`config.mk`:
```
export PLATFORM = sky130hd
export DESIGN_NAME = pghc_ctrl
export DESIGN_NICKNAME = d
export VERILOG_FILES = /design/src/design/pghc_pkg.sv /design/src/design/pghc_ctrl.sv
export SDC_FILE = /design/constraint.sdc
export NUM_CORES = 1
export LEC_CHECK = 0
export BUFFER_PORTS_ARGS = -buffer_cell sky130_fd_sc_hd__buf_2
export CELL_PAD_IN_SITES_DETAIL_PLACEMENT = 1
export CELL_PAD_IN_SITES_GLOBAL_PLACEMENT = 1
export CORE_ASPECT_RATIO = 0.9
export CORE_MARGIN = 8
export CORE_UTILIZATION = 27
export CTS_CLUSTER_SIZE = 10
export DETAILED_ROUTE_END_ITERATION = 8
export GPL_TIMING_DRIVEN = 0
export PLACE_DENSITY = 0.79
export SYNTH_ARGS = -nofsm -noshare
export SYNTH_HDL_FRONTEND = slang
export SYNTH_SLANG_ARGS = --single-unit
```
`constraint.sdc`:
```
create_clock -name i_clk -period 1.9 [get_ports i_clk]
set_clock_uncertainty 0.05 [all_clocks]
set_input_delay 0.285 -clock i_clk [delete_from_list [all_inputs] [get_ports i_clk]]
set_output_delay 0.285 -clock i_clk [all_outputs]
set_load 0.1 [all_outputs]
```
`src/design/pghc_pkg.sv`:
```
// pghc_pkg: shared types and constants for the point grid hit counter.
// Used by the stream interface users, config registers, controller, datapath and top.
// No dependencies.
package pghc_pkg;

    localparam int CFG_DATA_W = 24;
    localparam int CFG_IDX_W  = 3;
    localparam int COORD_W    = 24;
    localparam int COUNT_W    = 16;
    localparam int CELL_IDX_W = 18;
    localparam int DIV_STEPS  = 24;
    localparam int DIV_CNT_W  = 5;

    localparam logic [COUNT_W-1:0] COUNT_MAX     = 16'hFFFF;
    localparam logic [15:0]        MIN_CELL_MM   = 16'd10;
    localparam logic [15:0]        MIN_THRESHOLD = 16'd1;

    // register indexes
    localparam logic [CFG_IDX_W-1:0] CFG_ENABLE    = 3'd0;
    localparam logic [CFG_IDX_W-1:0] CFG_ORIGIN_X  = 3'd1;
    localparam logic [CFG_IDX_W-1:0] CFG_ORIGIN_Y  = 3'd2;
    localparam logic [CFG_IDX_W-1:0] CFG_CELL_SIZE = 3'd3;
    localparam logic [CFG_IDX_W-1:0] CFG_Z_LOW     = 3'd4;
    localparam logic [CFG_IDX_W-1:0] CFG_Z_HIGH    = 3'd5;
    localparam logic [CFG_IDX_W-1:0] CFG_THRESHOLD = 3'd6;

    // reset values
    localparam logic [COORD_W-1:0] RST_ORIGIN    = 24'hFFB1E0;  // -20000
    localparam logic [15:0]        RST_CELL_SIZE = 16'd100;
    localparam logic [COORD_W-1:0] RST_Z_LOW     = 24'hFFFE70;  // -400
    localparam logic [COORD_W-1:0] RST_Z_HIGH    = 24'd2000;
    localparam logic [15:0]        RST_THRESHOLD = 16'd2;

    localparam logic OP_ACCUMULATE = 1'b0;
    localparam logic OP_READ       = 1'b1;

    typedef enum logic [2:0] {
        RES_COUNTED   = 3'd0,
        RES_DISABLED  = 3'd1,
        RES_Z_BAND    = 3'd2,
        RES_OFF_GRID  = 3'd3,
        RES_READ_DONE = 3'd4
    } t_status;

    typedef enum logic [3:0] {
        S_CLEAR,
        S_IDLE,
        S_PREP,
        S_CLASS,
        S_DIV,
        S_RANGE,
        S_MEMRD,
        S_UPDATE,
        S_DONE
    } t_state;

    typedef struct packed {
        logic                  opcode;
        logic [COORD_W-1:0]    point_x;
        logic [COORD_W-1:0]    point_y;
        logic [COORD_W-1:0]    point_z;
        logic [CELL_IDX_W-1:0] cell_index;
    } t_in_item;

    typedef struct packed {
        t_status               status;
        logic [CELL_IDX_W-1:0] cell_address;
        logic [COUNT_W-1:0]    hit_count;
        logic                  occupied;
    } t_out_item;

    // cell_size and threshold hold clamped values
    typedef struct packed {
        logic               enable;
        logic [COORD_W-1:0] base_x;
        logic [COORD_W-1:0] base_y;
        logic [15:0]        cell_size;
        logic [COORD_W-1:0] z_low;
        logic [COORD_W-1:0] z_high;
        logic [15:0]        threshold;
    } t_cfg;

    typedef struct packed {
        logic    clear_en;
        logic    latch_in;
        logic    prep;
        logic    div_start;
        logic    div_step;
        logic    calc_addr;
        logic    mem_rd;
        logic    update;
        logic    drop;
        t_status drop_code;
        logic    out_load;
    } t_dp_cmd;

    typedef struct packed {
        logic clear_last;
        logic opcode;
        logic read_oob;
        logic z_out;
        logic div_done;
        logic grid_out;
        logic out_valid;
    } t_dp_stat;

endpackage

```
`src/design/pghc_ctrl.sv`:
```
// pghc_ctrl: sequencing state machine for clear pass, accumulate and read.
// Depends on pghc_pkg; drives pghc_datapath through t_dp_cmd.
module pghc_ctrl import pghc_pkg::*; (
    input  logic     i_clk,
    input  logic     i_rst_n,
    input  logic     i_enable,
    input  logic     i_in_valid,
    output logic     o_in_ready,
    input  logic     i_out_ready,
    input  t_dp_stat i_stat,
    output t_dp_cmd  o_cmd
);

    t_state r_state;
    t_state n_state;

    always_ff @(posedge i_clk) begin
        if (!i_rst_n) begin
            r_state <= S_CLEAR;
        end else begin
            r_state <= n_state;
        end
    end

    always_comb begin
        n_state    = r_state;
        o_cmd      = '0;
        o_in_ready = 1'b0;
        case (r_state)
            S_CLEAR: begin
                o_cmd.clear_en = 1'b1;
                if (i_stat.clear_last) begin
                    n_state = S_IDLE;
                end
            end
            S_IDLE: begin
                o_in_ready = 1'b1;
                if (i_in_valid) begin
                    o_cmd.latch_in = 1'b1;
                    n_state        = S_PREP;
                end
            end
            S_PREP: begin
                o_cmd.prep = 1'b1;
                n_state    = S_CLASS;
            end
            S_CLASS: begin
                if (i_stat.opcode == OP_READ) begin
                    if (i_stat.read_oob) begin
                        o_cmd.drop      = 1'b1;
                        o_cmd.drop_code = RES_OFF_GRID;
                        n_state         = S_DONE;
                    end else begin
                        n_state = S_MEMRD;
                    end
                end else if (!i_enable) begin
                    o_cmd.drop      = 1'b1;
                    o_cmd.drop_code = RES_DISABLED;
                    n_state         = S_DONE;
                end else if (i_stat.z_out) begin
                    o_cmd.drop      = 1'b1;
                    o_cmd.drop_code = RES_Z_BAND;
                    n_state         = S_DONE;
                end else begin
                    o_cmd.div_start = 1'b1;
                    n_state         = S_DIV;
                end
            end
            S_DIV: begin
                o_cmd.div_step = 1'b1;
                if (i_stat.div_done) begin
                    n_state = S_RANGE;
                end
            end
            S_RANGE: begin
                if (i_stat.grid_out) begin
                    o_cmd.drop      = 1'b1;
                    o_cmd.drop_code = RES_OFF_GRID;
                    n_state         = S_DONE;
                end else begin
                    o_cmd.calc_addr = 1'b1;
                    n_state         = S_MEMRD;
                end
            end
            S_MEMRD: begin
                o_cmd.mem_rd = 1'b1;
                n_state      = S_UPDATE;
            end
            S_UPDATE: begin
                o_cmd.update = 1'b1;
                n_state      = S_DONE;
            end
            S_DONE: begin
                // output slot frees when the waiting beat is taken this cycle
                if (!i_stat.out_valid || i_out_ready) begin
                    o_cmd.out_load = 1'b1;
                    n_state        = S_IDLE;
                end
            end
            default: begin
                n_state = S_IDLE;
            end
        endcase
    end

    a_clear_exit: assert property (@(posedge i_clk) disable iff (!i_rst_n)
        (r_state == S_CLEAR && i_stat.clear_last) |=> r_state == S_IDLE)
        else $error("clear pass did not end at last address");

    a_rd_latency: assert property (@(posedge i_clk) disable iff (!i_rst_n)
        r_state == S_UPDATE |-> $past(r_state) == S_MEMRD)
        else $error("update without a registered read the cycle before");

    a_div_hold: assert property (@(posedge i_clk) disable iff (!i_rst_n)
        (r_state == S_DIV && !i_stat.div_done) |=> r_state == S_DIV)
        else $error("divider left before its last step");

    a_out_wait: assert property (@(posedge i_clk) disable iff (!i_rst_n)
        (r_state == S_DONE && i_stat.out_valid && !i_out_ready) |=> r_state == S_DONE)
        else $error("result overwrote a beat still waiting at the output");

endmodule

```
==> After elaboration in Yosys (flattened, before gate mapping) <==
Cells that the tools add are included.
{ "word_totals": {"ff_bits": 4, "latchBits": 0, "mem_bits_rw": 0, "rom_bits": 0, "input_bits": 12, "out_inout_bits": 14, "memories": 0} }
{ "classes": {"add_sub_neg": 0, "multipliers": 0, "div_mod_pow": 0, "n_lt_le_gt_ge": 0, "n_eq_ne": 12, "shifts": 0, "mux": 32, "bitwise": 0, "n_reduce_logical": 4} }
{ "ops": {"columns": ["op", "n"], "rows": [
  ["$mux 4", 14],
  ["$pmux 4 s9", 1],
  ["$eq 4x3->1 const B", 4],
  ["$mux 1", 16],
  ["$eq 4x2->1 const B", 2],
  ["$ne 2x2->1 const B", 4],
  ["$pmux 4 s2", 1],
  ["$eq 4x1->1 const B", 1],
  ["$eq 4x4->1 const B", 1],
  ["$logic_not 4->1", 1],
  ["$reduce_and 4->1", 1],
  ["$logic_not 1->1", 1],
  ["$logic_or 1x1->1", 1]
]} }

==> Longest topological paths before layout <==
{ "logic_depth": {"depth_word": 4, "mapped_depth": 4, "ltp_nobuf": 3} }

==> Worst setup path after synthesis <==
No wires, ideal clock.
{ "synth_path": {"path_kind": "register -> output", "start": "register r_state[2]", "end": "output o_cmd[11] (netlist bit)", "arrival_time_ps": 4793, "slack_ps": -3228, "stages_incl_launch_ff": 4, "path_cell_list": "dfxtp_1 > clkbuf_1 > nor4b_1 > and2_1"} }
{ "synth_rtl": {"columns": ["item", "line", "source"], "rows": [
  ["from (decl)", "pghc_ctrl.sv:14", "t_state r_state;"],
  ["from (signal assigned)", "pghc_ctrl.sv:21", "r_state <= n_state;"],
  ["to (decl)", "pghc_ctrl.sv:11", "output t_dp_cmd o_cmd"]
]} }

==> flow_summary.json <==
{
  "rr_worst_depth": 4,
  "startpoint": "r_state[3]",
  "vias_per_cell": 4.966,
  "placeableCoreArea_sq_um": 1480,
  "groute.usage.overall_pct": 13.34,
  "detailed_place_hpwl_mm": 1.304,
  "r2r_start": "r_state[3]",
  "clk_latency_ns": 0.24,
  "period_needed_ns": 1.870,
  "top_regs": "r_state: 4 flops",
  "diodes": 0,
  "cts_buffer_depth": 2,
  "grt_pass1_vias": 625,
  "maxCapViolCount": 0,
  "rsz0062_at_grt": "yes",
  "critical_path_arrival_ns": 1.54,
  "routedWlPerCell_um": 15.77,
  "cp.buffers_inverters": 1,
  "pin_count": 26,
  "critPathLaunchType": "register",
  "cp_max_fo": 7,
  "grt-ovfl-total": 0,
  "p_leak_uw": 0.0003979,
  "synth_area_sq_um": 435.4,
  "rows": 13,
  "r2r_end": "r_state[3]",
  "cp_slowest_cell": "or4b_4",
  "fin_crit_sh_pct": 98.42,
  "worstPathCellList": "or4b_4 -> and2b_2 -> buf_12",
  "drt_iter0_drc": 4,
  "fin_util_pct": 64.84,
  "drive_gt1_share_pct": 67.01,
  "clk_pin_slew_worst_paths_ns": 0.05,
  "largest_reg_flops": 4,
  "syn_area_per_cell_sq_um": 7.507,
  "gp_congestion": 0.7275,
  "numPortBuffers": 24,
  "wl_mm": 1.877,
  "cts_sinks": 4,
  "final_cell_mix": "buf_4 (14), buf_2 (12), clkbuf_4 (6)",
  "worstPathRequired_ns": 1.56,
  "fillCellCount": 165,
  "regMostFlops": "r_state",
  "cts_tree": "yes",
  "hold_violations": 0,
  "synth_cells": 58,
  "ys_seq_elements": 4,
  "ys.flop_type": "dfxtp_1",
  "slowest_delay_ns": 0.47,
  "firstDrtPassIters": 2,
  "async_flop_share_pct": 0,
  "die_height_um": 54.10,
  "finalNetCount": 110,
  "cp_top_family": "simple AND/OR/NAND/NOR gates",
  "start_util_pct": 29.42,
  "antenna_found_initial": 0,
  "maxSlewViolCount": 0,
  "final_common_cell": "buf_4",
  "holdCritPathClass": "input pin to register",
  "die_w_um": 58.33,
  "finalPower_uw": 795.3,
  "endpoint_kind": "primary output",
  "status": "finished clean",
  "htreeDepth": 1,
  "root_buffer": "clkbuf_4",
  "powerDensity_nw_per_um2": 828.8,
  "ys_warn_count": 0,
  "seq_area_frac_synth_pct": 18.39,
  "drc": 0,
  "path_depth": 3,
  "critPathKind": "register to primary output",
  "detail-route-antenna-nets": 0,
  "max_freq_mhz": 534.8,
  "grt_max_degree": 11,
  "synth_edf_count": 0,
  "area_growth_pct": 120.4,
  "reg2reg_slack_ns": 0.35,
  "yosysUniqueCellTypes": 33,
  "numCtsBuffers": 3,
  "irDropWorstVdd_mv": 0.5517,
  "fp.dieArea_sq_um": 3155,
  "route.vias.total": 591,
  "synth_nets": 70,
  "setup_viol": 0,
  "crit_path_end": "o_cmd[0]",
  "grt_pass1_wl_mm": 3.049
}
-- cell families after synthesis --
group / synth area share [%]
flip-flops: 18.39
buffers and inverters: 10.63
AND/OR/NAND/NOR: 49.43
AO/OA/AOI/OAI: 20.69
other: 0.8612
-- metrics by stage --
step | TNS, ns | area, sq um | worst slack, ns | hold WS [ns] | instances
after floorplan | -1.286 | 585.6 | -0.5981 | 0.3711 | 58
after global placement | -0.5841 | 733.2 | -0.1868 | 0.5103 | 104
after detailed placement | -0.7711 | 733.2 | -0.2488 | 0.5006 | 104
after CTS | -0.05215 | 935.9 | -0.02400 | 0.2699 | 118
after global routing | -0.1092 | 959.7 | -0.04230 | 0.2798 | 119
final | 0 | 959.7 | 0.02999 | 0.2834 | 119
-- per-layer routing --
| layer | vias up | part of all wire (%) | GRT usage (%) |
|---|---|---|---|
| met1 | 285 | 39 | 12.57 |
| met2 | 15 | 54 | 25.09 |
| li1 | 289 | - | - |
| met3 | 2 | 5.5 | 4.276 |
| met5 | - | 0 | 0 |
| met4 | 0 | 1.4 | 8.537 |
-- final cells by class --
cell class	instances	area (sq um)	share of cell area (%)
flip-flops and latches	4	90.09	9.387
well taps	22	27.53	2.868
plain buffers	4	46.29	4.824
repair buffers	36	305.3	31.81
clock buffers	4	26.28	2.738
inverters	4	15.01	1.565
multi-input cells	45	449.2	46.81
-- what timing repair did --
item / in CTS / in global routing
setup buffers: 10 / 2
endpoints found under the setup margin: 9 / 10
gates resized for setup: 29 / 7
hold buffers: 0 / 0
pin swaps: 2 / 1
-- report_power, final --
group / total [uW] / internal, uW / switching, uW
combinational: 564 / 201 / 363
sequential: 113 / 96.9 / 15.8
clock: 119 / 79.1 / 39.7
total: 795 / 377 / 418
-- worst reg2reg max path: cells and delay by family (launching register included) --
family | cells | cell delay, ns
AO/OA/AOI/OAI | 1 | 0.19
buffers and inverters | 1 | 0.15
AND/OR/NAND/NOR | 2 | 0.68
flip-flops | 1 | 0.39
-- cell usage after synthesis (all sizes together), types with 3 or more instances --
master / instances / area [sq um]
buf: 3 / 23.77
dfxtp: 4 / 80.08
inv: 4 / 15.01
nand2: 4 / 15.01
nand2b: 4 / 25.02
nor2b: 4 / 25.02
o21ai: 3 / 15.01
-- worst min path at each step --
| stage | from | to | slack (ns) | cells past startpoint |
|---|---|---|---|---|
| after detailed placement | i_rst_n | r_state[0] | 0.50 | 3 |
| after global routing | i_rst_n | r_state[3] | 0.28 | 3 |
| after global placement | i_rst_n | r_state[0] | 0.51 | 3 |
| after floorplan | i_rst_n | r_state[0] | 0.37 | 2 |
| after CTS | i_rst_n | r_state[2] | 0.27 | 3 |
| final | i_rst_n | r_state[3] | 0.28 | 3 |
No activity file was read; power rests on OpenSTA's default activity.
