`src/design/pghc_pkg.sv`:
```
// pghc_pkg: shared types and constants for the point grid hit counter.
// Used by the stream interface users, config registers, controller, datapath and top.
// No dependencies.
package pghc_pkg;

    localparam int CFG_DATA_W = 24;
    localparam int CFG_IDX_W  = 3;
    localparam int COORD_W    = 24;
    localparam int COUNT_W    = 16;
    localparam int CELL_IDX_W = 18;
    localparam int DIV_STEPS  = 24;
    localparam int DIV_CNT_W  = 5;

    localparam logic [COUNT_W-1:0] COUNT_MAX     = 16'hFFFF;
    localparam logic [15:0]        MIN_CELL_MM   = 16'd10;
    localparam logic [15:0]        MIN_THRESHOLD = 16'd1;

    // register indexes
    localparam logic [CFG_IDX_W-1:0] CFG_ENABLE    = 3'd0;
    localparam logic [CFG_IDX_W-1:0] CFG_ORIGIN_X  = 3'd1;
    localparam logic [CFG_IDX_W-1:0] CFG_ORIGIN_Y  = 3'd2;
    localparam logic [CFG_IDX_W-1:0] CFG_CELL_SIZE = 3'd3;
    localparam logic [CFG_IDX_W-1:0] CFG_Z_LOW     = 3'd4;
    localparam logic [CFG_IDX_W-1:0] CFG_Z_HIGH    = 3'd5;
    localparam logic [CFG_IDX_W-1:0] CFG_THRESHOLD = 3'd6;

    // reset values
    localparam logic [COORD_W-1:0] RST_ORIGIN    = 24'hFFB1E0;  // -20000
    localparam logic [15:0]        RST_CELL_SIZE = 16'd100;
    localparam logic [COORD_W-1:0] RST_Z_LOW     = 24'hFFFE70;  // -400
    localparam logic [COORD_W-1:0] RST_Z_HIGH    = 24'd2000;
    localparam logic [15:0]        RST_THRESHOLD = 16'd2;

    localparam logic OP_ACCUMULATE = 1'b0;
    localparam logic OP_READ       = 1'b1;

    typedef enum logic [2:0] {
        RES_COUNTED   = 3'd0,
        RES_DISABLED  = 3'd1,
        RES_Z_BAND    = 3'd2,
        RES_OFF_GRID  = 3'd3,
        RES_READ_DONE = 3'd4
    } t_status;

    typedef enum logic [3:0] {
        S_CLEAR,
        S_IDLE,
        S_PREP,
        S_CLASS,
        S_DIV,
        S_RANGE,
        S_MEMRD,
        S_UPDATE,
        S_DONE
    } t_state;

    typedef struct packed {
        logic                  opcode;
        logic [COORD_W-1:0]    point_x;
        logic [COORD_W-1:0]    point_y;
        logic [COORD_W-1:0]    point_z;
        logic [CELL_IDX_W-1:0] cell_index;
    } t_in_item;

    typedef struct packed {
        t_status               status;
        logic [CELL_IDX_W-1:0] cell_address;
        logic [COUNT_W-1:0]    hit_count;
        logic                  occupied;
    } t_out_item;

    // cell_size and threshold hold clamped values
    typedef struct packed {
        logic               enable;
        logic [COORD_W-1:0] base_x;
        logic [COORD_W-1:0] base_y;
        logic [15:0]        cell_size;
        logic [COORD_W-1:0] z_low;
        logic [COORD_W-1:0] z_high;
        logic [15:0]        threshold;
    } t_cfg;

    typedef struct packed {
        logic    clear_en;
        logic    latch_in;
        logic    prep;
        logic    div_start;
        logic    div_step;
        logic    calc_addr;
        logic    mem_rd;
        logic    update;
        logic    drop;
        t_status drop_code;
        logic    out_load;
    } t_dp_cmd;

    typedef struct packed {
        logic clear_last;
        logic opcode;
        logic read_oob;
        logic z_out;
        logic div_done;
        logic grid_out;
        logic out_valid;
    } t_dp_stat;

endpackage

```
`src/design/pghc_cfg_regs.sv`:
```
// pghc_cfg_regs: configuration register file with write-time clamping.
// Depends on pghc_pkg.
module pghc_cfg_regs import pghc_pkg::*; (
    input  logic                  i_clk,
    input  logic                  i_rst_n,
    input  logic                  i_cfg_we,
    input  logic [CFG_IDX_W-1:0]  i_cfg_index,
    input  logic [CFG_DATA_W-1:0] i_cfg_data,
    output t_cfg                  o_cfg
);

    t_cfg r_cfg;

    always_ff @(posedge i_clk) begin
        if (!i_rst_n) begin
            r_cfg.enable    <= 1'b1;
            r_cfg.base_x    <= RST_ORIGIN;
            r_cfg.base_y    <= RST_ORIGIN;
            r_cfg.cell_size <= RST_CELL_SIZE;
            r_cfg.z_low     <= RST_Z_LOW;
            r_cfg.z_high    <= RST_Z_HIGH;
            r_cfg.threshold <= RST_THRESHOLD;
        end else if (i_cfg_we) begin
            case (i_cfg_index)
                CFG_ENABLE:    r_cfg.enable   <= i_cfg_data[0];
                CFG_ORIGIN_X:  r_cfg.base_x   <= i_cfg_data;
                CFG_ORIGIN_Y:  r_cfg.base_y   <= i_cfg_data;
                CFG_CELL_SIZE: begin
                    r_cfg.cell_size <= (i_cfg_data[15:0] < MIN_CELL_MM) ? MIN_CELL_MM
                                                                        : i_cfg_data[15:0];
                end
                CFG_Z_LOW:     r_cfg.z_low    <= i_cfg_data;
                CFG_Z_HIGH:    r_cfg.z_high   <= i_cfg_data;
                CFG_THRESHOLD: begin
                    r_cfg.threshold <= (i_cfg_data[15:0] == 16'd0) ? MIN_THRESHOLD
                                                                   : i_cfg_data[15:0];
                end
                default: ;
            endcase
        end
    end

    assign o_cfg = r_cfg;

endmodule

```
`config.mk`:
```
export PLATFORM = sky130hd
export DESIGN_NAME = pghc_cfg_regs
export DESIGN_NICKNAME = d
export VERILOG_FILES = /design/src/design/pghc_pkg.sv /design/src/design/pghc_cfg_regs.sv
export SDC_FILE = /design/constraint.sdc
export NUM_CORES = 1
export LEC_CHECK = 0
export BUFFER_PORTS_ARGS = -buffer_cell sky130_fd_sc_hd__buf_2
export CORE_UTILIZATION = 35
export DETAILED_ROUTE_END_ITERATION = 10
export PLACE_DENSITY = 0.7
export SLEW_MARGIN = 5
export SYNTH_ARGS = -nofsm -noshare
export SYNTH_HDL_FRONTEND = slang
export SYNTH_SLANG_ARGS = --single-unit
```
`constraint.sdc`:
```
create_clock -name i_clk -period 1.35 [get_ports i_clk]
set_input_delay 0.135 -clock i_clk [delete_from_list [all_inputs] [get_ports i_clk]]
set_output_delay 0.135 -clock i_clk [all_outputs]
set_load 0.01 [all_outputs]
```
Word level (Yosys, flattened, before mapping):

Index checks and enable logic that the tools add are counted.

* logic and storage cells: 25
* register bits after elaboration: 129
* input port bits: 30

* order comparisons: 1
* eq/ne operators: 6
* multiplexer cells: 2
* reduce and logical (&&, ||, !) cells: 9

Operators by type and width (count)
* $mux 16: 2
* $logic_not 16->1: 1
* $lt 16x4->1 const B: 1
* $reduce_and 2->1: 7
* $eq 3x3->1 const B: 3
* $eq 3x2->1 const B: 2
* $eq 3x1->1 const B: 1
* $logic_not 3->1: 1

Logic depth before layout (Yosys ltp):

Gate-level depths: netlist of run 1.

* depth in word-level cells: 2
* depth in mapped cells: 6

Worst setup path after synthesis of run 1:

No wires, ideal clock.

* path type: input -> register
* from: in i_cfg_index[1]
* to: reg r_cfg, in the netlist o_cfg[128]
* arrival time: 883 ps
* cell stages on the path: 4
* path slack: 338 ps
* library setup time: 129 ps
* data required time: 1221 ps
* path buffers: 1
* cells stage by stage: buf_4 nor4b_1 mux2i_1 nand2_1

* word-level cells in the longest chain between the ends: 2

RTL lines
* start: declaration: line pghc_cfg_regs.sv:7 `input logic [CFG_IDX_W-1:0] i_cfg_index,`
* $logic_not 3->1: line pghc_cfg_regs.sv:24 `case (i_cfg_index)`
* $reduce_and 2->1 (no source line)
* end: declaration: line pghc_cfg_regs.sv:12 `t_cfg r_cfg;`

No other way between the ends.
A chain may end at the register's enable or synchronous reset.

Worst setup path in the final report of run 1:

* from: reg r_cfg, in the netlist o_cfg[118]
* to: out o_cfg[118] (netlist name)

RTL lines
* end: declaration: line pghc_cfg_regs.sv:9 `output t_cfg o_cfg`

No word-level cell between the ends.

==> results of run 1 <==
worst reg2reg max path: stages, from the launching register on:
cell and delay, ns:
dfxtp_1 0.36, mux2i_1 0.08, a311oi_1 0.22
synthesized netlist by cell type, types with 3 or more instances:
master / n / share of area (%)
a21oi_2: 29 / 5.1
buf_8: 4 / 1.2
buf_4: 3 / 0.46
and4b_1: 3 / 0.61
nand4b_1: 3 / 0.53
o21ai_0: 4 / 0.41
dfxtp_1: 129 / 52
clkbuf_1: 12 / 0.91
nand2_1: 248 / 19
and4bb_1: 3 / 0.76
buf_6: 13 / 3.0
buf_2: 15 / 1.5
nand3_1: 57 / 5.8
a21oi_1: 40 / 4.1
nand4bb_1: 3 / 0.68
cell families after synthesis:
| kind of cell | share of synthesized area (%) |
|---|---|
| AOI/OAI and AO/OA | 10.59 |
| DFF | 52.29 |
| buffers and inverters | 7.702 |
| muxes | 0.4054 |
| and+or+nand+nor | 29.01 |
power breakdown:
group | total [mW] | internal [mW] | switching, mW
Combinational | 0.720 | 0.266 | 0.454
Clock | 4.76 | 3.09 | 1.68
Sequential | 3.97 | 3.92 | 0.0557
Total | 9.45 | 7.27 | 2.19
placed cells by master (no fill, tap or decap):
cell	n
nand4b_2	1
clkbuf_16	17
clkinv_4	2
a21oi_2	29
nand2_2	1
nand3_1	57
nor3_1	1
clkinv_2	3
nor4_2	2
nand4b_1	3
inv_2	1
mux2i_1	2
nor4b_1	1
nand2_1	248
dfxtp_1	129
a21o_1	1
and4b_1	3
nor4_4	1
buf_4	26
nand4bb_1	3
a21oi_1	40
and4bb_1	3
and3_2	1
a311oi_1	1
a41oi_1	2
a31oi_1	1
a31o_1	1
bufinv_16	3
clkbuf_1	1
dlygate4sd3_1	2
buf_12	7
clkinvlp_4	1
buf_2	158
o21ai_0	4
clkbuf_8	4
per-layer routing:
| metal | vias up | GRT usage (%) |
|---|---|---|
| li1 | 2247 | - |
| met1 | 2124 | 26.01 |
| met2 | 180 | 33.87 |
| met3 | 23 | 6.840 |
| met4 | 0 | 8.719 |
| met5 | - | 0 |
path summary, 6_finish.rpt:
kind | cells past startpoint | slack [ns] | end
setup / recovery | 1 | 0.27 | o_cfg[118]
setup reg to reg | 2 | 0.61 | o_cfg[64]
hold reg to reg | 2 | 0.45 | o_cfg[71]
hold / removal | 3 | 0.009 | o_cfg[103]
cell type report:
type / instances / area [sq um] / share of cell area (%)
Timing Repair Buffer: 193 / 1146 / 17.50
Sequential cell: 129 / 2582 / 39.44
Multi-Input combinational cell: 406 / 1976 / 30.17
Clock inverter: 9 / 130.1 / 1.987
Tap cell: 180 / 225.2 / 3.440
Clock buffer: 22 / 484.2 / 7.395
Inverter: 1 / 3.754 / 0.05733
==> reports/metrics.yaml, run 1 <==
routing:
  dr_wl_met2_mm: 7.189
  drc: 0
  route.top_layer_used: "met4"
  dr_wl_met3_mm: 1.265
  vias: 4574
  wl_per_cell_microns: 16.35
  drtAntennaViolNets: 0
  drtIter0Drc: 274
  routed_via_density: 4.866
  drtPass1Iterations: 4
  wl_mm: 15.37
  wl_met1_mm: 6.606
placed_design:
  post_dp_cell_area_sq_um: 5913
  dp.cells: 907
  gp_congestion: 0.8245
  hpwl_mm: 10.46
  dp_slack_ns: 0.06400
  io_buffers: 158
sta:
  setup_tns_ns: 0
  setup_viol: 0
  fin_worst_skew_ns: 0
  layout_min_cycle_time_ns: 1.085
  drv_slew: 0
  max_slew_margin_pct: 62.51
  hold_viol: 0
  worst_slew_pin_slew_ns: 0.5578
  max_freq_mhz: 922.1
  finalCritPeriodShare_pct: 80.33
  whs_ns: 0.008561
  rsz0062_at_grt: "false"
  worst_slack_ns: 0.2655
synthesis:
  synth-seq-area-share_pct: 52.29
  syn_nets: 616
  yosys_warnings: 0
  synthCells: 586
  async_reset_ff_share_pct: 0
  avgSynthCellArea_sq_um: 8.427
  syn-cell-area_sq_um: 4938
  synth_edf_count: 0
  synth-seq-cells: 129
  synth_cell_types: 31
  synth_ff_type: "dfxtp_1"
final_layout:
  utilization_pct: 47.35
  final_net_count: 778
  layout.cells.non_filler: 940
  layout-drive-gt1-share_pct: 33.82
  area_growth_pct: 32.58
  nFillCells: 1374
  final_area_sq_um: 6548
  n_antenna_cell: 0
  largest_register_ffs: 129
clock_tree:
  clock_sinks: 129
  cts_hold_buf: 2
  cts_root_buf: "clkbuf_16"
  path_clk_slew_ns: 0.06
  cts-resized-gates: 0
  cts_tree: "built"
  htreeDepth: 4
  clockBufferDepth: 2
  cts_setup_buffers: 0
  clock_latency_ns: 0.41
  cts_buffers: 17
grt:
  grt_pass1_wl_mm: 22.69
  grt_max_degree: 62
  grt_usage_pct: 21.12
  antenna_found_initial: 0
  grt_pass1_vias: 4090
  grt-ovfl-total: 0
worst_setup_path:
  critPathBufInv: 1
  max_stage_delay_ns: 0.38
  slowest_stage: "dfxtp_1"
  cp.arrival_ns: 0.95
  reg2reg_from: "o_cfg[64]"
  critPathLaunchType: "flop"
  critical_path_class: "reg2out"
  path_cells: "buf_2"
  crit_family: "flip-flops"
  endpoint_kind: "output port"
  path_max_fanout: 2
  critPathLaunch: "o_cfg[118]"
  worst-endpoint-required_ns: 1.22
min_path:
  hold_start: "i_cfg_data[23]"
  hold_class: "in2reg"
floorplan:
  die_w_microns: 120.8
  core-area_sq_um: 13830
  dieArea_sq_um: 14590
  start_util_pct: 35.72
  io_pins: 159
  die_h_microns: 120.8
  placementRows: 43
power_and_ir_drop:
  power_mw: 9.455
  leakagePower_nw: 2.902
  pwr_density_cell_nw_per_um2: 1444
  ir_worst_vdd_mv: 0.8165
job:
  max_cap_violations: 0
outcome:
  status: "finished clean"
Power figures use the tool's default switching activity.
==> run 2: changes to the inputs <==
--- a/config.mk
+++ b/config.mk
@@ -5,6 +5,7 @@
 export SDC_FILE = /design/constraint.sdc
 export NUM_CORES = 1
 export LEC_CHECK = 0
+export ABC_AREA = 1
 export BUFFER_PORTS_ARGS = -buffer_cell sky130_fd_sc_hd__buf_2
 export CORE_UTILIZATION = 35
 export DETAILED_ROUTE_END_ITERATION = 10
==> constraint.sdc (replaced) <==
create_clock -name i_clk -period 1.04 [get_ports i_clk]
set_input_delay 0.104 -clock i_clk [delete_from_list [all_inputs] [get_ports i_clk]]
set_output_delay 0.104 -clock i_clk [all_outputs]
set_load 0.01 [all_outputs]
==> run 2 against run 1 <==
  * Highest routed layer unchanged
  * Power increased by 26%
  * Synthesized cell count decreased by 10%
  * Final cell count decreased by 4.7%
  * Clock power increased by 21%
  * Sequential share of layout area increased by 1.2 points
  * Combinational power increased by 37%
  * First-iteration DRC count increased by 8.4%
  * Largest power group unchanged
  * Register-to-register slack got worse by 0.25 ns
  * Via count decreased by 5.8%
==> reports/metrics.yaml, run 2 <==
clock_tree:
  path_clk_slew_ns: 0.06  # about the same
  htreeDepth: 4  # unchanged
  clock_sinks: 129  # unchanged
  cts_buffers: 17  # unchanged
  clock_latency_ns: 0.42  # was 0.41 ns
  cts_tree: "built"  # unchanged
  clockBufferDepth: 2  # unchanged
  cts_root_buf: "clkbuf_16"  # unchanged
worst_setup_path:
  endpoint_kind: "output port"  # unchanged
  rrSetupSlack_ns: 0.36  # was 0.61 ns
  cp.arrival_ns: 0.91  # was 0.95 ns
  path_cells: "buf_2"  # unchanged
  crit-reg2reg-capture: "o_cfg[12]"  # was o_cfg[64]
  crit_family: "flip-flops"  # unchanged
  critPathBufInv: 1  # unchanged
  reg2reg_from: "o_cfg[12]"  # was o_cfg[64]
  path_max_fanout: 2  # unchanged
  critPathLaunchType: "flop"  # unchanged
  reg2regPathDepth: 2  # unchanged
  critical_path_class: "reg2out"  # unchanged
  slowest_stage: "dfxtp_1"  # unchanged
  worst-endpoint-required_ns: 0.94  # was 1.22 ns
  max_stage_delay_ns: 0.33  # was 0.38 ns
routing:
  wl_per_cell_microns: 15.13  # was 16.35 microns
  route.top_layer_used: "met4"  # unchanged
  dr_wl_met2_mm: 6.375  # was 7.189 mm
  vias: 4310  # was 4,574
  wl_mm: 13.56  # was 15.37 mm
  wl_met1_mm: 5.910  # was 6.606 mm
  routed_via_density: 4.810  # was 4.866
  drtIter0Drc: 297  # was 274
  drtAntennaViolNets: 0  # unchanged
  drtPass1Iterations: 5  # was 4
  drc: 0  # unchanged
  dr_wl_met3_microns: 796  # was 1.265 mm
placed_design:
  hpwl_mm: 9.300  # was 10.46 mm
  gp_congestion: 0.8337  # was 0.8245
  dp_slack_ns: -0.1411  # was 0.06400 ns
  io_buffers: 158  # unchanged
synthesis:
  syn_nets: 557  # was 616
  synth_ff_type: "dfxtp_1"  # unchanged
  avgSynthCellArea_sq_um: 8.659  # was 8.427 sq um
  synth_edf_count: 0  # unchanged
  syn-cell-area_sq_um: 4563  # was 4938 sq um
  yosysTopAreaCell: "dfxtp_1"  # unchanged
  netlist.area_leader.share_pct: 56.59  # was 52.29%
  synthCells: 527  # was 586
  synth_cell_types: 22  # was 31
  synth_most_common_cell: "dfxtp_1"  # was nand2_1
  yosys-top-cells-area: "dfxtp_1 (57%), nand2_1 (8.9%), a21oi_1 (7.3%)"  # was dfxtp_1 (52%), nand2_1 (19%), nand3_1 (5.8%)
  yosys_warnings: 0  # unchanged
  synth_commonest_cells: "dfxtp_1 (129), nand2_1 (108), a21oi_1 (67)"  # was nand2_1 (248), dfxtp_1 (129), nand3_1 (57)
  synth-seq-cells: 129  # unchanged
  synth-seq-area-share_pct: 56.59  # was 52.29%
  async_reset_ff_share_pct: 0  # unchanged
sta:
  finalCritPeriodShare_pct: 97.50
  setup_viol: 0  # unchanged
  worst_slack_ns: 0.02600  # was 0.2655 ns
  max_freq_mhz: 986.2
  fin_worst_skew_ns: 0  # unchanged
  max_slew_margin_pct: 70.82  # was 62.51%
  worst_slew_pin_slew_ns: 0.4370  # was 0.5578 ns
  layout_min_cycle_time_ns: 1.014
  drv_slew: 0  # unchanged
  hold_viol: 0  # unchanged
final_layout:
  layout_common_cells: "buf_2 (147), nand2_1 (107), dfxtp_1 (96)"  # was nand2_1 (248), buf_2 (158), dfxtp_1 (129)
  seqCellArea_sq_um: 2624  # was 2582 sq um
  final_common_cell: "buf_2"  # was nand2_1
  final_net_count: 741  # was 778
  largest_register_ffs: 129  # unchanged
  nFillCells: 1222  # was 1,374
  layout-drive-gt1-share_pct: 37.43  # was 33.82%
  multiInputGateArea_sq_um: 1659  # was 1976 sq um
  area_growth_pct: 41.60  # was 32.58%
  n_antenna_cell: 0  # unchanged
grt:
  grt_pass1_vias: 4026  # was 4,090
  grt_usage_pct: 20.84  # was 21.12%
  grt-ovfl-total: 0  # unchanged
  grt_max_degree: 50  # was 62
  grt_pass1_wl_mm: 21.04  # was 22.69 mm
  antenna_found_initial: 0  # unchanged
min_path:
  holdPathStages: 3  # unchanged
  min_to: "o_cfg[21]"  # was o_cfg[103]
  hold_class: "in2reg"  # unchanged
  hold_start: "i_rst_n"  # was i_cfg_data[23]
floorplan:
  start_util_pct: 36.01  # was 35.72%
  core-area_sq_um: 12670  # was 13,830 sq um
  placementRows: 41  # was 43
  die_w_microns: 116.2  # was 120.8 microns
  io_pins: 159  # unchanged
  die_h_microns: 116.2  # was 120.8 microns
  dieArea_sq_um: 13500  # was 14,590 sq um
outcome:
  status: "finished clean"  # unchanged
power_and_ir_drop:
  power_mw: 11.95  # was 9.455 mW
  ir_worst_vdd_mv: 1.069  # was 0.8165 mV
  leakagePower_nw: 3.070  # was 2.902 nW
  pwr_density_cell_nw_per_um2: 1849  # was 1444 nW/um^2
job:
  max_cap_violations: 0  # unchanged
[run 2: changes by cell type after synthesis, moves of 4 or more]
cell      before  now
o21ai_0        4   61
nand2_1      248  108
nor2_4         0    4
a21oi_1       40   67
nand3_1       57   26
inv_1          1   21
buf_6         13    9
inv_2          0    6
buf_8          4    0
o211ai_1       0   23
a21oi_2       29    0
o211ai_2       0    7
nor2_1         0   31
[run 2: worst max path at each step]
| stage | start | endpoint | slack [ns] | cells past startpoint |
|---|---|---|---|---|
| 2_1_floorplan | i_cfg_we | o_cfg[87] | 0.09 | 8 |
| 3_3_place_gp | i_cfg_index[1] | o_cfg[33] | -0.09 | 7 |
| 3_5_place_dp | i_cfg_index[1] | o_cfg[30] | -0.14 | 7 |
| 4_1_cts | o_cfg[88] | o_cfg[88] | 0.001 | 1 |
| 5_1_grt | i_cfg_data[2] | o_cfg[64] | -0.009 | 8 |
| 6_report | o_cfg[36] | o_cfg[36] | 0.03 | 1 |
[run 2: metal layers]
metal  vias up  track usage (%)
li1       2134                -
met1      1976            26.05
met2       164            32.18
met3        36            6.694
met4         0            10.77
met5         -                0
[run 2: cell families (layout without fill, tap and decap cells)]
kind of cell	count (synthesis)	count (layout)	share of synthesized area, %
AOI/OAI and AO/OA	161	161	20.24
and+or+nand+nor	173	173	15.90
DFF	129	129	56.59
buffers and inverters	64	261	7.266
[run 2: metrics by stage]
step / setup TNS, ns / cells / utilization (%) / area, sq um / hold WS (ns)
floorplan: 0 / 527 / - / 4563 / 0.2172
global placement: -3.584 / 845 / 44.20 / 5600 / 0.3597
detailed placement: -4.986 / 845 / 44.20 / 5600 / 0.3609
CTS: 0 / 898 / 50.37 / 6382 / 0.001089
global route: -0.01145 / 896 / 50.99 / 6461 / 0.02162
finish: 0 / 896 / 50.99 / 6461 / 0.002276
[run 2: layout make-up]
type / instances / share of cell area (%)
Clock buffer: 17 / 6.584
Clock inverter: 15 / 2.246
Inverter: 28 / 1.627
Multi-Input combinational cell: 334 / 25.68
Sequential cell: 129 / 40.61
Tap cell: 172 / 3.331
Timing Repair Buffer: 201 / 19.93
[run 2: what timing repair did]
| item | CTS | global route |
|---|---|---|
| hold buffers | 21 | 0 |
| setup endpoints to repair | 1 | 41 |
| gates resized for setup | 1 | 45 |
| pin swaps | 0 | 4 |
| setup buffers | 0 | 0 |
| endpoints found under the hold margin | 44 | 0 |
[run 2: worst register-to-register path, stage by stage, from the launching register on]
cell,delay [ns]
dfxtp_2,0.32
o21ai_0,0.18
a21oi_1,0.06
[run 2: power breakdown]
part / internal (mW) / switching (mW)
clock network: 3.34 / 2.41
logic: 0.396 / 0.587
registers: 5.12 / 0.0857
total: 8.86 / 3.09
==> run 3: changes to the inputs <==
--- a/config.mk
+++ b/config.mk
@@ -9,7 +9,7 @@
 export BUFFER_PORTS_ARGS = -buffer_cell sky130_fd_sc_hd__buf_2
 export CORE_UTILIZATION = 35
 export DETAILED_ROUTE_END_ITERATION = 10
-export PLACE_DENSITY = 0.7
+export PLACE_DENSITY_LB_ADDON = 0.05
 export SLEW_MARGIN = 5
 export SYNTH_ARGS = -nofsm -noshare
 export SYNTH_HDL_FRONTEND = slang
==> run 3 against run 2 <==
  * Sequential power hardly changed
  * Clock power is 8.2% lower
  * First-iteration DRC count is 16% lower
  * Count of clock-buffer cells in the layout is 10 higher
  * Final cell count stayed put
  * Non-clock buffer count stayed put
  * Setup slack better by 0.011 ns
==> reports/metrics.yaml, run 3 (synthesized netlist as in run 2, its figures left out) <==
final_layout:
  largest_register_ffs: 129  # unchanged
  seqCellArea_sq_um: 2595  # was 2624 sq um
  final_net_count: 741  # unchanged
  area_growth_pct: 38.96  # was 41.60%
  layout_common_cells: "buf_2 (156), dfxtp_1 (119), nand2_1 (106)"  # was buf_2 (147), nand2_1 (107), dfxtp_1 (96)
  utilization_pct: 50.04  # was 50.99%
  final_area_sq_um: 6341  # was 6461 sq um
  n_antenna_cell: 0  # unchanged
  final_common_cell: "buf_2"  # unchanged
  nFillCells: 1243  # was 1,222
  multiInputGateArea_sq_um: 1674  # was 1659 sq um
  layout-drive-gt1-share_pct: 33.70  # was 37.43%
floorplan:
  start_util_pct: 36.01  # unchanged
  placementRows: 41  # unchanged
  die_w_microns: 116.2  # unchanged
  dieArea_sq_um: 13500  # unchanged
  core-area_sq_um: 12670  # unchanged
  io_pins: 159  # unchanged
  die_h_microns: 116.2  # unchanged
sta:
  max_slew_margin_pct: 68.54  # was 70.82%
  hold_viol: 0  # unchanged
  setup_viol: 0  # unchanged
  drv_slew: 0  # unchanged
  worst_slew_pin_slew_ns: 0.4712  # was 0.4370 ns
  finalCritPeriodShare_pct: 96.48  # was 97.50%
  max_freq_mhz: 996.7  # was 986.2 MHz
  fin_worst_skew_ns: 0  # unchanged
  layout_min_cycle_time_ns: 1.003  # was 1.014 ns
placed_design:
  io_buffers: 158  # unchanged
  gp_congestion: 0.7859  # was 0.8337
  post_dp_cell_area_sq_um: 5568  # was 5600 sq um
  hpwl_mm: 9.412  # was 9.300 mm
worst_setup_path:
  path_max_fanout: 2  # unchanged
  reg2reg_from: "o_cfg[28]"  # was o_cfg[12]
  reg2regPathDepth: 2  # unchanged
  endpoint_kind: "output port"  # unchanged
  cp.arrival_ns: 0.90  # was 0.91 ns
  crit-reg2reg-capture: "o_cfg[28]"  # was o_cfg[12]
  critPathLaunch: "o_cfg[113]"  # was o_cfg[36]
  path_cells: "buf_2"  # unchanged
  slowest_stage: "dfxtp_1"  # unchanged
  max_stage_delay_ns: 0.35  # was 0.33 ns
  critical_path_class: "reg2out"  # unchanged
  crit_family: "flip-flops"  # unchanged
  endpoint: "o_cfg[113]"  # was o_cfg[36]
  rrSetupSlack_ns: 0.34  # was 0.36 ns
  critPathLaunchType: "flop"  # unchanged
  critPathBufInv: 1  # unchanged
  cp.depth: 1  # unchanged
  worst-endpoint-required_ns: 0.94  # about the same
power_and_ir_drop:
  power_switching_mw: 2.672  # was 3.086 mW
  power_frac_comb_pct: 8.4  # was 8.2%
  clkPwrFrac_pct: 46.1  # was 48.2%
  seq_power_share_pct: 45.5  # was 43.6%
  swShare_pct: 23.33  # was 25.83%
  pwr_density_cell_nw_per_um2: 1807  # was 1849 nW/um^2
  ir_worst_vdd_mv: 0.8316  # was 1.069 mV
  internal_power_mw: 8.783  # was 8.863 mW
  leakagePower_nw: 3.053  # was 3.070 nW
job:
  max_cap_violations: 0  # unchanged
grt:
  antenna_found_initial: 0  # unchanged
  grt-ovfl-total: 0  # unchanged
  grt_pass1_vias: 3977  # was 4,026
  grt_usage_pct: 20.98  # was 20.84%
  grt_pass1_wl_mm: 21.12  # was 21.04 mm
  grt_max_degree: 89  # was 50
routing:
  drtAntennaViolNets: 0  # unchanged
  drtIter0Drc: 249  # was 297
  drtPass1Iterations: 4  # was 5
  routed_via_density: 4.746  # was 4.810
  drc: 0  # unchanged
  vias: 4252  # was 4,310
  wl_per_cell_microns: 15.31  # was 15.13 microns
  wl_mm: 13.72  # was 13.56 mm
clock_tree:
  cts_root_buf: "clkbuf_16"  # unchanged
  clock_latency_ns: 0.40  # was 0.42 ns
  cts_tree: "built"  # unchanged
  path_clk_slew_ns: 0.05  # was 0.06 ns
  cts_setup_buffers: 0  # unchanged
  htreeDepth: 4  # unchanged
  cts_buffers: 17  # unchanged
  clockBufferDepth: 2  # unchanged
  clock_sinks: 129  # unchanged
min_path:
  hold_class: "in2reg"  # unchanged
outcome:
  status: "finished clean"  # unchanged
run 3: cell count changes in the layout (fill, tap and decap cells not counted), moves of 2 or more:
cell,previous run,this run
clkinv_2,1,4
buf_4,22,20
clkinvlp_4,3,1
buf_6,5,0
buf_2,147,156
clkinv_4,2,0
dfxtp_1,96,119
clkbuf_1,0,6
buf_12,6,4
inv_6,8,0
clkbuf_8,0,4
dfxtp_2,33,10
run 3: worst min-delay path by stage:
stage	from	endpoint	slack (ns)	depth (start not counted)
global route	i_cfg_data[1]	o_cfg[65]	0.04	3
floorplan	i_cfg_data[16]	o_cfg[56]	0.22	2
finish	i_cfg_data[1]	o_cfg[65]	0.05	3
CTS	i_cfg_data[1]	o_cfg[65]	0.003	3
detailed placement	i_cfg_data[20]	o_cfg[60]	0.37	3
global placement	i_cfg_data[22]	o_cfg[62]	0.36	3
run 3: routing by layer:
layer	vias up	global-route usage (%)	share of wire, %
met1	1939	26.57	46
met4	0	10.85	3.1
met3	32	6.331	6.4
li1	2145	-	-
met2	136	32.26	45
met5	-	0	0
run 3: power by group through the flow:
stage               logic [mW]  clock network [mW]  registers, mW
finish                   0.960                5.29           5.21
global route              1.07                5.65           5.22
CTS                      0.960                5.42           5.21
detailed placement       0.897                   0           5.31
global placement         0.887                   0           5.30
floorplan                0.392                   0           5.38
run 3: repair_timing:
| item | 4_1_cts | 5_1_grt |
|---|---|---|
| setup endpoints to repair | 0 | 15 |
| hold endpoints to repair | 45 | 0 |
| hold buffers | 21 | 0 |
| gates resized for setup | 0 | 18 |
run 3: worst min-delay path: cells and delay by family:
kind	cells	cell delay [ns]
AOI/OAI and AO/OA	1	0.07
buffers and inverters	1	0.13
and+or+nand+nor	1	0.10
run 3: area by class of cell:
cell class | count | area share, %
Sequential cell | 129 | 40.92
Timing Repair Buffer | 201 | 19.26
Tap cell | 172 | 3.394
Clock buffer | 27 | 7.932
Multi-Input combinational cell | 334 | 26.40
Inverter | 28 | 1.657
Clock inverter | 5 | 0.4341
run 3: through the flow:
stage	worst slack [ns]	instances	power, mW	hold slack, ns	setup TNS [ns]
4_1_cts	0.01138	897	11.58	0.002577	0
6_report	0.03666	896	11.46	0.04792	0
3_5_place_dp	-0.1445	844	6.204	0.3714	-7.132
3_3_place_gp	-0.1016	844	6.192	0.3619	-5.370
2_1_floorplan	0.09276	527	5.772	0.2172	0
5_1_grt	-0.008193	896	11.94	0.04240	-0.01485
